## src/rtl/vfv_pkg.sv

```systemverilog
`timescale 1ns / 1ps
package vfv_pkg;

	localparam int COUNT_W    = 13;
	localparam int FIFO_DEPTH = 2;
	localparam int FIFO_PTR_W = $clog2(FIFO_DEPTH);

	localparam logic [COUNT_W-1:0] COUNT_MAX = {COUNT_W{1'b1}};

	localparam logic OP_WRITE = 1'b0;
	localparam logic OP_QUERY = 1'b1;

	localparam logic REG_AIR_CODE   = 1'b0;
	localparam logic REG_WATER_CODE = 1'b1;

	// read steps of a query: the block itself, then the six neighbors
	localparam logic [2:0] STEP_SELF  = 3'd0;
	localparam logic [2:0] STEP_PX    = 3'd1;
	localparam logic [2:0] STEP_NX    = 3'd2;
	localparam logic [2:0] STEP_PY    = 3'd3;
	localparam logic [2:0] STEP_NY    = 3'd4;
	localparam logic [2:0] STEP_PZ    = 3'd5;
	localparam logic [2:0] STEP_NZ    = 3'd6;
	localparam logic [2:0] STEP_LAST  = 3'd7;
	localparam logic [2:0] STEP_FACE0 = 3'd2;

	typedef struct packed {
		logic       operation;
		logic       in_chunk;
		logic [3:0] pos_x;
		logic [3:0] pos_y;
		logic [3:0] pos_z;
		logic [7:0] new_type;
		logic [5:0] nb_ok;
	} cmd_t;

	typedef struct packed {
		logic [7:0] stored_type;
		logic [5:0] face_mask;
		logic       is_solid;
		logic       any_solid;
	} res_t;

	typedef enum logic [1:0] {
		B_CLEAR,
		B_IDLE,
		B_WRITE,
		B_QUERY
	} back_state_t;

endpackage

```

## src/rtl/vfv_fifo.sv

```systemverilog
`timescale 1ns / 1ps
module vfv_fifo
	import vfv_pkg::*;
#(
	parameter int WIDTH = 8
) (
	input  logic             clk,
	input  logic             arst_n,
	input  logic             push,
	input  logic [WIDTH-1:0] wdata,
	output logic             full,
	input  logic             pop,
	output logic [WIDTH-1:0] rdata,
	output logic             empty
);

	logic [WIDTH-1:0]    entries_q [FIFO_DEPTH];
	logic [FIFO_PTR_W-1:0] wr_ptr_q;
	logic [FIFO_PTR_W-1:0] rd_ptr_q;
	logic [FIFO_PTR_W:0]   count_q;
	logic                  do_push;
	logic                  do_pop;

	assign full    = (count_q == (FIFO_PTR_W + 1)'(FIFO_DEPTH));
	assign empty   = (count_q == '0);
	assign do_push = push & ~full;
	assign do_pop  = pop & ~empty;
	assign rdata   = entries_q[rd_ptr_q];

	always_ff @(posedge clk or negedge arst_n) begin
		if (!arst_n) begin
			wr_ptr_q <= '0;
			rd_ptr_q <= '0;
			count_q  <= '0;
		end else begin
			if (do_push) begin
				wr_ptr_q <= wr_ptr_q + 1'b1;
			end
			if (do_pop) begin
				rd_ptr_q <= rd_ptr_q + 1'b1;
			end
			case ({do_push, do_pop})
				2'b10:   count_q <= count_q + 1'b1;
				2'b01:   count_q <= count_q - 1'b1;
				default: count_q <= count_q;
			endcase
		end
	end

	always_ff @(posedge clk) begin
		if (do_push) begin
			entries_q[wr_ptr_q] <= wdata;
		end
	end

endmodule

```

## config.mk

```make
export PLATFORM = sky130hd
export DESIGN_NAME = vfv_fifo
export DESIGN_NICKNAME = d
export VERILOG_FILES = /design/src/rtl/vfv_pkg.sv /design/src/rtl/vfv_fifo.sv
export SDC_FILE = /design/constraint.sdc
export NUM_CORES = 1
export LEC_CHECK = 0
export BUFFER_PORTS_ARGS = -buffer_cell sky130_fd_sc_hd__buf_2
export CORE_MARGIN = 3
export CORE_UTILIZATION = 52
export CTS_CLUSTER_DIAMETER = 50
export CTS_CLUSTER_SIZE = 24
export DETAILED_ROUTE_END_ITERATION = 16
export PLACE_DENSITY_LB_ADDON = 0.25
export SYNTH_ARGS = -nofsm -noshare
export SYNTH_HDL_FRONTEND = slang
export SYNTH_SLANG_ARGS = --single-unit
```

## constraint.sdc

```tcl
create_clock -name clk -period 2.4 [get_ports clk]
set_input_delay 0.12 -clock clk [delete_from_list [all_inputs] [get_ports clk]]
set_output_delay 0.12 -clock clk [all_outputs]
set_load 0.02 [all_outputs]
```

==> impl_results.md <==
* Die height at 44.53 µm
* First-pass GRT wire length at just over 2000 µm
* Fmax at 0.6410 GHz
* Die ar. at 1983 µm²
* Number of flops mapped to enable cells by yosys at 16
* Commonest non-fill, non-tap cell in the layout: buf_2
* Cell Pwr Density at approximately 1200 nW/µm²
* Worst min path class: in2reg
* Worst setup path category: reg2reg
* Placer Congestion at about 0.66
* Worst skew pair latency at between 0.2 and 0.3 ns
* Area grow syn2layout at 21.39%
* Final net count at 83
* Setup Skew at 0.006973 ns
* RSZ-0062 raised after global routing: false
* Post-DRT Antenna Nets at 0
* CTS resizes at 0
* Most frequent cells in the layout: 21 x buf_2, 16 x edfxtp_1, 8 x mux2_2
* Crit start category: register
* Routed WL at 1270 µm
* CP Capture Type: register
* Syn_area_per_cell at around 18 µm²
* Cells after Synth at 43
* Clock tree buffer depth at 2
* CTS tree: yes
* Via Count at 436
* Fraction of layout cells with a size suffix above 1 at between 40% and 50%
* Synth Warn # at 0
* DR iter-0 viols at 6
* Cts bufs inserted at 3
* Reg2reg setup slack at between 0.8 and 0.9 ns
* Global Route Usage Sum at between 10% and 20%
* Syn_nets at 56
* Register-to-Register Path Depth at 3
* IO Port Bufs at 21
* Relative slew margins at roughly 56%
* Final worst path period share at about two thirds
* Outcome: complete, no violations
* Antenna violations before repair at 0
* H-Tree Depth at 1
* Crit Path Max Fanout at 8
* # setup viols final at 0
* DIE WIDTH at between 40 and 50 µm
* Worst Path Arrival at around 1.5 ns
* Worst slack on hold paths at 0.01567 ns
* TNS Setup at 0 ns
* DR pass1 iterations at 4
* Synthesized area at 772.0 µm²
* Drt wl/cell at ~15 µm
* Row count at 13
* Reg-to-Reg Start: count_q[0]$_DFFE_PN0P_
* Wl on met1 at just over 500 µm
* Seq cells post-synth at 20
* Tmin final at roughly 1.6 ns
* Met3 wire length at between 60 and 70 µm
* Register clock-pin slew on the reported worst setup and hold paths at between 0.1 and 0.15 ns
* Reg-to-reg endpoint: entries_q[0][1]$_DFFE_PP_
* Distinct cells, synth at 13
* Hold_sp: wdata[2]
* Top_reg_cell synth: edfxtp_1
* Initial Utilization at between 50% and 60%
* Final Max Tran Viols at 0
* Vias in the first global route at around 470
* I/O Pins at 22
* Worst setup path end: entries_q[0][1]$_DFFE_PP_
* Final Core Density at between 60% and 70%
* Clock Tree Root: clkbuf_4
* Max_cap viols at 0
* LEAKAGE at a little under 0.0004 µW
* Max layer used: met4
* Diode count at 0
* Core Region at about 1400 µm²
* Largest net degree at the start of global routing at 12
* Fillers at ~100
* Fin. Hold Viols at 0
* Worst slew pin tran at ~0.66 ns
* Via density at approximately 5.2
* CP Data Required Time at between 2 and 2.5 ns
* CP startpoint: count_q[0]$_DFFE_PN0P_
* Area taken by multi-input logic gates at 182.7 µm²
* Register Area at roughly 580 µm²
* Global route total overflow at 0
* Peak supply drop at about 920 µV
* CTS sink cnt at 20
* Async SR Flop Fraction at 20.00%
* Metal2 WL at approximately 690 µm
* Sequential area share after synthesis at 75.20%
* Drt drc at 0
## sequential cells by signal (all words and copies together), names as in the netlist
signal	count
entries_q	16
count_q	2
rd_ptr_q	1
wr_ptr_q	1
## layer usage
| layer | GRT usage (%) | vias up |
|---|---|---|
| met2 | 26.93 | 15 |
| met3 | 2.846 | 2 |
| li1 | - | 211 |
| met5 | 0 | - |
| met4 | 7.229 | 0 |
| met1 | 16.08 | 208 |
## Yosys cell counts, types with 2 or more instances
master / n / area share [%]
edfxtp_1: 16 / 62
dfrtp_1: 4 / 13
xor2_1: 2 / 2.3
nor2_1: 3 / 1.5
mux2_2: 8 / 12
xnor2_1: 3 / 3.4
## through the flow
step	total power [µW]	cells	setup WS, ns	cell area (µm²)
CTS	1147	83	0.8291	927.1
global route	1208	84	0.7324	937.1
detailed placement	986.6	78	0.8524	890.9
finish	1136	84	0.8400	937.1
floorplan	862.1	43	0.8855	772.0
global placement	973.0	78	0.9414	890.9
## repair_timing
| item | CTS | global route |
|---|---|---|
| setup buffers | 0 | 0 |
| endpoints found under the hold margin | 4 | 2 |
| hold buffers | 1 | 1 |
## kinds of logic (layout without fill, tap and decap cells)
logic type    Yosys count  after routing  share of synthesized area, %
mux                     8              8                         11.67
simple gates            7              7                         4.701
fa+ha+maj               1              1                         1.620
flops                  20             20                         75.20
xor+xnor                5              5                         5.674
buf+inv                 2             28                         1.133
## layout make-up
class	instances	area share [%]
repair buffers	23	13.35
clock buffers	4	2.804
inverters	1	0.4005
flip-flops and latches	20	61.95
well taps	15	2.003
multi-input cells	21	19.49
## power by group
part / total [µW] / switching (µW) / internal, µW
Clock: 158 / 93.2 / 64.5
Combinational: 427 / 239 / 187
Sequential: 551 / 66.0 / 485
## worst max-delay path: stages (launching register included)
cell	delay (ns)
dfrtp_1	0.41
nand2b_1	0.16
nand2_1	0.11
nor2_1	0.52
## worst min-delay path by stage
| stage | end | slack, ns | cells past startpoint |
|---|---|---|---|
| final | entries_q[1][2]$_DFFE_PP_ | 0.02 | 1 |
| after global placement | wr_ptr_q$_DFFE_PN0N_ | -0.07 | 1 |
| after floorplan | count_q[0]$_DFFE_PN0P_ | -0.18 | 0 |
| after global routing | entries_q[1][7]$_DFFE_PP_ | 0.001 | 1 |
| after CTS | entries_q[0][4]$_DFFE_PP_ | 0.004 | 1 |
| after detailed placement | wr_ptr_q$_DFFE_PN0N_ | -0.07 | 1 |
(Power assumes the default switching activity.)
